[src/design/clf_pkg.sv]
// shared types, constants and helpers for the cpuid leaf filter
package clf_pkg;

  localparam int unsigned WordW  = 32;
  localparam int unsigned XmaskW = 3;
  localparam int unsigned RegIdxW = 2;

  typedef enum logic [RegIdxW-1:0] {
    REG_MAX_LEAF     = 2'd0,
    REG_MAX_EXT_LEAF = 2'd1,
    REG_OSXSAVE      = 2'd2,
    REG_LONG_MODE    = 2'd3
  } clf_reg_e;

  // leaf numbers
  localparam logic [WordW-1:0] LeafMax      = 32'h0000_0000;
  localparam logic [WordW-1:0] LeafFeat     = 32'h0000_0001;
  localparam logic [WordW-1:0] LeafCache    = 32'h0000_0002;
  localparam logic [WordW-1:0] LeafTopo     = 32'h0000_0004;
  localparam logic [WordW-1:0] LeafExtFeat7 = 32'h0000_0007;
  localparam logic [WordW-1:0] LeafDca      = 32'h0000_0009;
  localparam logic [WordW-1:0] LeafXsave    = 32'h0000_000d;
  localparam logic [WordW-1:0] LeafTlb      = 32'h0000_0018;
  localparam logic [WordW-1:0] LeafHv       = 32'h4000_0000;
  localparam logic [WordW-1:0] LeafExtMax   = 32'h8000_0000;
  localparam logic [WordW-1:0] LeafExtFeat  = 32'h8000_0001;
  localparam logic [WordW-1:0] LeafBrand0   = 32'h8000_0002;
  localparam logic [WordW-1:0] LeafBrand1   = 32'h8000_0003;
  localparam logic [WordW-1:0] LeafBrand2   = 32'h8000_0004;
  localparam logic [WordW-1:0] LeafL2       = 32'h8000_0006;
  localparam logic [WordW-1:0] LeafAddr     = 32'h8000_0008;

  // caps and masks
  localparam logic [WordW-1:0] MaxLeafCap    = 32'h0000_0018;
  localparam logic [WordW-1:0] MaxExtLeafCap = 32'h8000_0008;
  localparam logic [WordW-1:0] Feat1CMask    = 32'h76de_3217;
  localparam logic [WordW-1:0] HvPresentBit  = 32'h8000_0000;
  localparam logic [WordW-1:0] Feat1DMask    = 32'h0f8a_a579;
  localparam logic [WordW-1:0] XsaveBits     = 32'h1c00_0000;
  localparam int unsigned      OsxsaveBit    = 27;
  localparam logic [WordW-1:0] Feat7BMask    = 32'h0000_2369;
  localparam logic [WordW-1:0] Feat7BNoXs    = 32'hdc23_0020;
  localparam logic [WordW-1:0] ExtCMask      = 32'h0000_0121;
  localparam logic [WordW-1:0] ExtDMaskLong  = 32'h2410_0800;
  localparam logic [WordW-1:0] ExtDMaskLeg   = 32'h0410_0000;

  // hypervisor signature
  localparam logic [WordW-1:0] HvSigB = 32'h4b4d_564b;
  localparam logic [WordW-1:0] HvSigC = 32'h564b_4d56;
  localparam logic [WordW-1:0] HvSigD = 32'h0000_004d;

  // xsave area sizes
  localparam logic [WordW-1:0] XsizeSse = 32'd576;
  localparam logic [WordW-1:0] XsizeAvx = 32'd832;
  localparam logic [WordW-1:0] XsizeYmm = XsizeAvx - XsizeSse;

  typedef struct packed {
    logic [WordW-1:0]  leaf;
    logic [WordW-1:0]  subleaf;
    logic [WordW-1:0]  host_a;
    logic [WordW-1:0]  host_b;
    logic [WordW-1:0]  host_c;
    logic [WordW-1:0]  host_d;
    logic              guest_osxsave;
    logic [XmaskW-1:0] xstate_mask;
  } clf_in_t;

  typedef struct packed {
    logic [WordW-1:0] out_a;
    logic [WordW-1:0] out_b;
    logic [WordW-1:0] out_c;
    logic [WordW-1:0] out_d;
  } clf_out_t;

  typedef struct packed {
    logic [WordW-1:0] max_leaf;
    logic [WordW-1:0] max_ext_leaf;
    logic             osxsave;
    logic             long_mode;
  } clf_cfg_t;

  function automatic logic [WordW-1:0] xsave_size(input logic [XmaskW-1:0] m);
    logic [WordW-1:0] s;
    unique case (m)
      3'd1, 3'd3: s = XsizeSse;
      3'd7:       s = XsizeAvx;
      default:    s = '0;
    endcase
    return s;
  endfunction

endpackage

[src/design/cpuid_leaf_filter.sv]
// top level of the cpuid leaf filter: input register, filter logic, result register
// path: an accepted item is held in the input register, filtered, then held in the result register before it is offered
// throughput: one item per cycle; the block keeps taking items while a result waits,
//   stalling only when both registers hold items and out_ready_i is low
// reset: both valid flags clear; config registers return to max leaf 0, max extended
//   leaf 0x80000000, host osxsave off and long mode on
module cpuid_leaf_filter (
  input  logic                            clk_i,
  input  logic                            rst_ni,
  // request channel
  input  logic                            in_valid_i,
  output logic                            in_ready_o,
  input  clf_pkg::clf_in_t                in_i,
  // result channel
  output logic                            out_valid_o,
  input  logic                            out_ready_i,
  output clf_pkg::clf_out_t               out_o,
  // configuration writes
  input  logic                            cfg_we_i,
  input  logic [clf_pkg::RegIdxW-1:0]     cfg_idx_i,
  input  logic [clf_pkg::WordW-1:0]       cfg_wdata_i
);
  import clf_pkg::*;

  // configuration registers
  clf_cfg_t cfg_q, cfg_d;

  // input stage
  logic    in_vld_q, in_vld_d;
  clf_in_t in_q, in_d;

  // result stage
  logic     out_vld_q, out_vld_d;
  clf_out_t out_q, out_d;
  clf_out_t rsp;

  logic in_adv;
  logic out_adv;

  // register writes, unknown indexes cannot occur with a two-bit index
  always_comb begin
    cfg_d = cfg_q;
    if (cfg_we_i) begin
      unique case (clf_reg_e'(cfg_idx_i))
        REG_MAX_LEAF:     cfg_d.max_leaf     = cfg_wdata_i;
        REG_MAX_EXT_LEAF: cfg_d.max_ext_leaf = cfg_wdata_i;
        REG_OSXSAVE:      cfg_d.osxsave      = cfg_wdata_i[0];
        REG_LONG_MODE:    cfg_d.long_mode    = cfg_wdata_i[0];
        default:          cfg_d = cfg_q;
      endcase
    end
  end

  always_ff @(posedge clk_i or negedge rst_ni) begin
    if (!rst_ni) begin
      cfg_q.max_leaf     <= '0;
      cfg_q.max_ext_leaf <= MaxExtLeafCap & ~32'h0000_000f;
      cfg_q.osxsave      <= 1'b0;
      cfg_q.long_mode    <= 1'b1;
    end else begin
      cfg_q <= cfg_d;
    end
  end

  // ready chains back: a stage may load when empty or when it empties this cycle
  assign out_adv    = !out_vld_q || out_ready_i;
  assign in_adv     = !in_vld_q || out_adv;
  assign in_ready_o = in_adv;

  always_comb begin
    in_vld_d = in_vld_q;
    in_d     = in_q;
    if (in_adv) begin
      in_vld_d = in_valid_i;
      in_d     = in_i;
    end
  end

  // filter sits between the two registers
  clf_filter u_filter (
    .req_i (in_q),
    .cfg_i (cfg_q),
    .rsp_o (rsp)
  );

  always_comb begin
    out_vld_d = out_vld_q;
    out_d     = out_q;
    if (out_adv) begin
      out_vld_d = in_vld_q;
      out_d     = rsp;
    end
  end

  always_ff @(posedge clk_i or negedge rst_ni) begin
    if (!rst_ni) begin
      in_vld_q  <= 1'b0;
      out_vld_q <= 1'b0;
    end else begin
      in_vld_q  <= in_vld_d;
      out_vld_q <= out_vld_d;
    end
  end

  // payload registers carry no reset
  always_ff @(posedge clk_i) begin
    in_q  <= in_d;
    out_q <= out_d;
  end

  assign out_valid_o = out_vld_q;
  assign out_o       = out_q;

  // a result only appears from a full input stage or a held result
  a_out_source: assert property (@(posedge clk_i) disable iff (!rst_ni)
    $rose(out_valid_o) |-> $past(in_vld_q))
    else $error("result valid without an item in the input stage");

  // both stages full and output stalled must block new items
  a_full_stall: assert property (@(posedge clk_i) disable iff (!rst_ni)
    (in_vld_q && out_vld_q && !out_ready_i) |-> !in_ready_o)
    else $error("item taken while pipeline full");

  // a blocked input stage keeps its item
  a_in_hold: assert property (@(posedge clk_i) disable iff (!rst_ni)
    (in_vld_q && !out_adv) |=> (in_vld_q && $stable(in_q)))
    else $error("input stage item lost during stall");

endmodule

[src/design/clf_filter.sv]
// leaf decode and masking of one cpuid request
module clf_filter (
  input  clf_pkg::clf_in_t  req_i,
  input  clf_pkg::clf_cfg_t cfg_i,
  output clf_pkg::clf_out_t rsp_o
);
  import clf_pkg::*;

  logic [WordW-1:0] c1;

  always_comb begin
    c1 = (req_i.host_c & Feat1CMask) | HvPresentBit;
    if (cfg_i.osxsave) begin
      if (req_i.guest_osxsave) c1[OsxsaveBit] = 1'b1;
    end else begin
      c1 = c1 & ~XsaveBits;
    end
  end

  always_comb begin
    rsp_o = '0;
    unique case (req_i.leaf)
      LeafMax: begin
        rsp_o.out_a = (cfg_i.max_leaf < MaxLeafCap) ? cfg_i.max_leaf : MaxLeafCap;
        rsp_o.out_b = req_i.host_b;
        rsp_o.out_c = req_i.host_c;
        rsp_o.out_d = req_i.host_d;
      end
      LeafFeat: begin
        rsp_o.out_a = req_i.host_a;
        rsp_o.out_b = {16'h0, req_i.host_b[15:0]};
        rsp_o.out_c = c1;
        rsp_o.out_d = req_i.host_d & Feat1DMask;
      end
      LeafExtFeat7: begin
        if (req_i.subleaf == '0) begin
          rsp_o.out_b = cfg_i.osxsave ? (req_i.host_b & Feat7BMask)
                                      : (req_i.host_b & Feat7BMask & ~Feat7BNoXs);
        end
      end
      LeafXsave: begin
        if (cfg_i.osxsave) begin
          if (req_i.subleaf == 32'd0) begin
            rsp_o.out_a = {{(WordW-XmaskW){1'b0}}, req_i.host_a[XmaskW-1:0]};
            rsp_o.out_b = xsave_size(req_i.xstate_mask);
            rsp_o.out_c = xsave_size(req_i.host_a[XmaskW-1:0]);
          end else if (req_i.subleaf == 32'd1) begin
            rsp_o.out_a = {{(WordW-XmaskW){1'b0}}, req_i.host_a[XmaskW-1:0]};
            rsp_o.out_b = xsave_size(req_i.xstate_mask);
          end else if (req_i.subleaf == 32'd2) begin
            rsp_o.out_a = XsizeYmm;
            rsp_o.out_b = XsizeSse;
          end
        end
      end
      LeafHv: begin
        rsp_o.out_b = HvSigB;
        rsp_o.out_c = HvSigC;
        rsp_o.out_d = HvSigD;
      end
      LeafExtMax: begin
        rsp_o.out_a = (cfg_i.max_ext_leaf < MaxExtLeafCap) ? cfg_i.max_ext_leaf
                                                           : MaxExtLeafCap;
      end
      LeafExtFeat: begin
        rsp_o.out_a = req_i.host_a;
        rsp_o.out_c = req_i.host_c & ExtCMask;
        rsp_o.out_d = req_i.host_d & (cfg_i.long_mode ? ExtDMaskLong : ExtDMaskLeg);
      end
      LeafCache, LeafTopo, LeafDca, LeafTlb,
      LeafBrand0, LeafBrand1, LeafBrand2, LeafL2, LeafAddr: begin
        rsp_o.out_a = req_i.host_a;
        rsp_o.out_b = req_i.host_b;
        rsp_o.out_c = req_i.host_c;
        rsp_o.out_d = req_i.host_d;
      end
      default: rsp_o = '0;
    endcase
  end

endmodule
[config.mk]
export PLATFORM = sky130hd
export DESIGN_NAME = cpuid_leaf_filter
export DESIGN_NICKNAME = d
export VERILOG_FILES = /design/src/design/clf_pkg.sv /design/src/design/cpuid_leaf_filter.sv /design/src/design/clf_filter.sv
export SDC_FILE = /design/constraint.sdc
export NUM_CORES = 1
export LEC_CHECK = 0
export ABC_AREA = 1
export BUFFER_PORTS_ARGS = -buffer_cell sky130_fd_sc_hd__buf_2
export CELL_PAD_IN_SITES_DETAIL_PLACEMENT = 0
export CELL_PAD_IN_SITES_GLOBAL_PLACEMENT = 1
export CORE_AREA = 2 2 183 220
export DETAILED_ROUTE_END_ITERATION = 10
export DIE_AREA = 0 0 185 222
export PLACE_DENSITY = 0.86
export REMOVE_ABC_BUFFERS = 1
export SYNTH_ARGS = -nofsm -noshare
export SYNTH_HDL_FRONTEND = slang
export SYNTH_SLANG_ARGS = --single-unit
export TNS_END_PERCENT = 1
[constraint.sdc]
create_clock -name clk_i -period 7.9 [get_ports clk_i]
set_clock_uncertainty 0.05 [all_clocks]
set_input_delay 1.58 -clock clk_i [delete_from_list [all_inputs] [get_ports clk_i]]
set_output_delay 1.58 -clock clk_i [all_outputs]
set_load 0.02 [all_outputs]
======== Word-level counts from Yosys, hierarchy flattened ========
Index checks and enable logic that the tools add are counted.
word-level totals
  bits in latches ......................... 0
  register bits after elaboration ......... 392
  input port bits ......................... 235
  memory bits (read-only) ................. 0
  bits in writable memories ............... 0
  memories ................................ 0
  output and inout port bits .............. 130
cells by class
  shift operators ......................... 0
  bitwise logic cells ..................... 1
  $lt $le $gt $ge ......................... 2
  multiplexer cells ....................... 20
  equality and inequality tests ........... 26
  multiply operators ...................... 0
  reductions and logical operators ........ 15
  divide/modulo/power cells ............... 0
  add/subtract/negate cells ............... 0
operators with widths
  cell                                                                   number
  32-bit one-hot mux with 5 select lines                                 2
  32-bit one-hot mux with 4 select lines                                 2
  32-bit == test, second input constant                                  7
  96-bit two-way mux                                                     1
  41-bit two-way mux                                                     2
  32-bit by 1-bit == test with 1-bit output, second input constant       2
  32-bit by 2-bit == test with 1-bit output, second input constant       2
  32-bit by 3-bit == test with 1-bit output, second input constant       2
  32-bit by 4-bit == test with 1-bit output, second input constant       2
  32-bit logical NOT                                                     2
  32-bit two-way mux                                                     2
  64-bit two-way mux                                                     1
  10-bit one-hot mux with 2 select lines                                 2
  32-bit bitwise AND                                                     1
  32-bit by 31-bit == test with 1-bit output, second input constant      1
  32-bit by 5-bit == test with 1-bit output, second input constant       1
  32-bit < comparator, second input constant                             1
  32-bit by 5-bit < comparator with 1-bit output, second input constant  1
  30-bit two-way mux                                                     1
  27-bit two-way mux                                                     1
  14-bit two-way mux                                                     1
  11-bit OR reduction                                                    1
  10-bit two-way mux                                                     1
  10-bit OR reduction                                                    1
  other kinds (12)                                                       24

======== Logic depth before layout (Yosys ltp) ========
  depth in word-level cells ............... 7
  mapped depth ............................ 13
  depth with buffers taken out ............ 11

======== By module ========
From an unflattened synthesis, not the netlist that was laid out.
unflattened totals
  cell total of the unflattened synthesis .. 1,187
  area total of the unflattened synthesis .. 15,257.1 sq um
by module, submodules not included
  module             sequential area each (sq um)  area an instance (sq um)  cells each  instances
  cpuid_leaf_filter  11,433.5                      12,883.6                  628         1
  clf_filter         0.0                           2,373.5                   559         1

======== Worst setup path before layout ========
OpenSTA, ideal clock, no wires.
  kind .................................... input -> register
  from .................................... in out_ready_i
  to ...................................... reg in_q[0] (netlist bit) (enable)
  data required time ...................... 5.734 ns
  path slack .............................. -0.412 ns
  arrival time ............................ 6.145 ns
  setup time .............................. 2.116 ns
  stages on the path ...................... 2
  path buffers ............................ 0
  cells stage by stage .................... inv_1 > nand3_1
on the way
  word-level cells in the longest chain between the ends .. 2
ends and longest elaborated chain
  item                  line                      RTL
  start, declared       cpuid_leaf_filter.sv:16   input logic out_ready_i,
  1-bit logical OR      cpuid_leaf_filter.sv:66   assign out_adv = !out_vld_q || out_ready_i;
  1-bit logical OR      cpuid_leaf_filter.sv:67   assign in_adv = !in_vld_q || out_adv;
  named net in_ready_o  cpuid_leaf_filter.sv:12   output logic in_ready_o,
  end signal, assigned  cpuid_leaf_filter.sv:107  in_q <= in_d;
  end, declared         cpuid_leaf_filter.sv:30   clf_in_t in_q, in_d;
The timed path passes the listed nets, and every way through them passes these cells.
A chain may end at the register's enable or synchronous reset.

======== Worst setup path after layout ========
  from .................................... in out_ready_i
  to ...................................... reg in_q[13] (netlist bit) (enable)
on the way
  word-level cells in the longest chain between the ends .. 2
ends and longest elaborated chain
  item              line
  1-bit logical OR  cpuid_leaf_filter.sv:66
  1-bit logical OR  cpuid_leaf_filter.sv:67
No other way between the ends.

==> key figures <==
Job
  • Max cap viols: 0

Synth
  • Yosys reg bits: 392
  • Largest family of logic cells by synthesized area: simple AND/OR/NAND/NOR gates
  • Seq/Total Area, Yosys: 78.19%
  • Post-synth ARST share: 17.35%
  • Area contributors post-synth: edfxtp_1 67%, dfrtp_1 11%, nand2_1 6.9%
  • Post-synth EDFFs: 324
  • Ys Warns: 0
  • Compound-Gate Fraction of Synth Area: 2.601%
  • Area leader, netlist: edfxtp_1
  • Synth Area in Adders: 0%
  • Synth Area in Simple Gates: 14.64%
  • Share of the synthesized area in the top cell type: 66.54%
  • Mux contribution to synthesized area: 0%
  • Synth Cell Area: 14,620 um^2
  • Xor/xnor cell area share of the yosys netlist: 0%
  • Syn avg cell area: 12.86 um^2
  • Cells after Synth: 1,137
  • Number of distinct library cells after synthesis: 27
  • Primary FF master, synth: edfxtp_1

Setup path
  • Worst-path fanout max: 89
  • Most frequent CP cell: buf_4
  • R2R cell count: 4
  • Critical path's top delay family: buffers and inverters
  • CP Launch Type: input port
  • Buf/Inv on CP: 5
  • Worst reg2reg path startpoint: out_valid_o$_DFFE_PN0P_
  • Reg-to-reg slack, setup: 4.55 ns
  • R2r endpoint: in_q[13]$_DFFE_PP_
  • Crit-path slowest cell: buf_4
  • Slowest stage delay, CP: 0.95 ns
  • Critical path, cell by cell: buf_2 -> inv_1 -> nand3_4 -> buf_4 -> buf_4 -> buf_4
  • Classification of the worst setup path: input port to flop
  • Worst Path Arrival: 4.17 ns
  • Critical Path RT: 7.99 ns
  • CP endpoint kind: flop

Power and ir drop
  • Pleak: 8.419 nW
  • Psw: 1.047 mW
  • Power Density: 255.8 nW/um^2
  • Peak VDD IR: 0.1768 mV
  • Clock power share: 39.3%
  • Power Internal: 3.640 mW
  • Switching share of power: 22.34%
  • Flop pwr share: 53.6%
  • Logic pwr share: 7.1%

Place
  • Dpl cell area: 17,030 um^2
  • Buffers on Ports: 364
  • Final HPWL DP: 23,850 um
  • GPL Wtd Cong: 0.8070

Routing
  • Met3 wire length: 2597 um
  • Initial drt markers: 591
  • Via count: 9,396
  • Vias per cell: 4.513
  • First drt pass iteration count: 5
  • Routed WL: 33,880 um
  • Final antenna-violating net count: 0
  • DR DRC count: 0
  • M1 wire length: 13,490 um
  • Met2 wire length: 16,950 um
  • Drt wl/cell: 16.27 um
  • Top Metal Used: met5

Global route
  • Total GRT Usage: 16.43%
  • First-pass GRT wire length: 51,270 um
  • Initial antenna violation count: 10
  • GRT Residual Overflow: 0
  • Largest net degree at the start of global routing: 90
  • Vias in the first global route: 9,557

CTS
  • CTS sink count: 392
  • Post-CTS Setup Inserts: 0
  • # resized after CTS: 0
  • CTS Buf Count: 39
  • CTS tree: yes
  • Max Buffers Root-to-Sink: 3
  • CTS Hold Bufs: 0
  • Clk root buf: clkbuf_16
  • Worst-path clk slew: 0.06 ns
  • Clock latency on the worst-skew pair: 0.52 ns
  • CTS H-Tree Depth: 2

Die
  • Die X: 185 um
  • Chip height: 222 um
  • Die area: 41,070 um^2
  • Num rows: 79
  • Initial Utilization: 37.74%
  • Core area: 38,750 um^2
  • Ports: 365

Finish
  • Synth-to-Final Area Change: 25.29%
  • Design Area, Final: 18,320 um^2
  • Share of cells above drive strength 1: 31.20%
  • Nets: 1,755
  • Commonest non-fill, non-tap cell in the layout: buf_2
  • Most frequent cells in the layout: 364 x buf_2, 324 x edfxtp_1, 269 x nand2_1
  • Final Util: 47.28%
  • Multi-input gate area: 2556 um^2
  • Sequential cell area: 11,430 um^2
  • FILL cells: 3,533

Timing
  • Count of final hold-check violations: 0
  • Post-route setup TNS: 0 ns
  • Final count of pins violating max slew: 0
  • RSZ-0062 raised after global routing: false
  • Setup violators final: 0
  • Actual slew at the worst max-slew pin: 1.208 ns
  • Period utilization: 51.61%
  • Max_slew headroom: 19.28%
  • Min Clock Period, post-route: 4.077 ns
  • Peak Freq: 245.3 MHz

Hold path
  • Hold Crit Class: flop to flop
  • WHS Path Cells: 2
  • HP Start: cfg_q[62]$_DFFE_PN0P_
  • Hold endpoint: cfg_q[62]$_DFFE_PN0P_

Status
  • Status: complete, no violations
[layer usage]
metal	vias up	GRT usage [%]
met5	-	0
met4	4	5.556
met3	61	3.844
met2	379	28.83
met1	4392	19.71
li1	4560	-
[cell usage after synthesis (2+ instances only)]
| library cell | number |
|---|---|
| a21oi_1 | 7 |
| buf_2 | 6 |
| buf_4 | 4 |
| buf_6 | 5 |
| clkbuf_1 | 16 |
| dfrtp_1 | 66 |
| dfstp_2 | 2 |
| edfxtp_1 | 324 |
| inv_1 | 126 |
| inv_2 | 4 |
| nand2_1 | 270 |
| nand2_2 | 7 |
| nand3_1 | 58 |
| nand4_1 | 6 |
| nor2_1 | 122 |
| nor2_2 | 28 |
| nor2_4 | 3 |
| nor3_1 | 7 |
| o21ai_0 | 68 |
[per-stage QoR]
stage	total power, mW	instances	setup WS, ns	hold slack (ns)
6_report	4.687	2082	3.823	0.4345
4_1_cts	4.747	2074	3.721	0.4380
3_3_place_gp	2.875	2005	3.302	0.4158
5_1_grt	4.877	2080	3.570	0.4578
3_5_place_dp	2.891	2005	3.146	0.4229
2_1_floorplan	2.739	1106	-0.4116	0.3852
[worst reg2reg max path, stage by stage, from the launching register on]
cell and delay (ns):
dfrtp_1 0.44, nand3_4 0.32, buf_4 0.51, buf_4 0.63
buf_4 0.96
[cell families (layout without fill, tap and decap cells)]
| family | count (synthesis) | in the layout |
|---|---|---|
| DFF | 392 | 392 |
| and+or+nand+nor | 507 | 507 |
| buffers and inverters | 162 | 573 |
| AOI/OAI and AO/OA | 76 | 76 |
| other | 0 | 8 |
[layout make-up]
| class | instances | share of cell area (%) |
|---|---|---|
| Clock inverter | 18 | 1.086 |
| Sequential cell | 392 | 62.41 |
| Clock buffer | 51 | 5.859 |
| Multi-Input combinational cell | 583 | 13.95 |
| Inverter | 131 | 2.684 |
| Tap cell | 526 | 3.592 |
| Antenna cell | 8 | 0.1093 |
| Timing Repair Buffer | 373 | 10.31 |
[power by group through the flow]
stage                     combinational [mW]  sequential [mW]  clock (mW)
final                                  0.331             2.51        1.84
after global routing                   0.373             2.53        1.97
after CTS                              0.338             2.51        1.90
after detailed placement               0.336             2.56           0
after global placement                 0.326             2.55           0
after floorplan                        0.130             2.61           0
[state kept, by name, summed over array words and instances, names as in the netlist]
name / count
cfg_q: 66
in_q: 196
in_vld_q: 1
out_o: 128
out_valid_o: 1
[worst max-delay path by stage]
stage	from	end	slack [ns]	depth (start not counted)
3_3_place_gp	out_ready_i	in_q[18]$_DFFE_PP_	3.30	6
4_1_cts	out_ready_i	in_q[135]$_DFFE_PP_	3.72	6
2_1_floorplan	out_ready_i	in_q[0]$_DFFE_PP_	-0.41	2
3_5_place_dp	out_ready_i	in_q[18]$_DFFE_PP_	3.15	6
5_1_grt	out_ready_i	in_q[88]$_DFFE_PP_	3.57	6
6_report	out_ready_i	in_q[13]$_DFFE_PP_	3.82	6
Note: power is estimated with default switching activity, not from simulation.
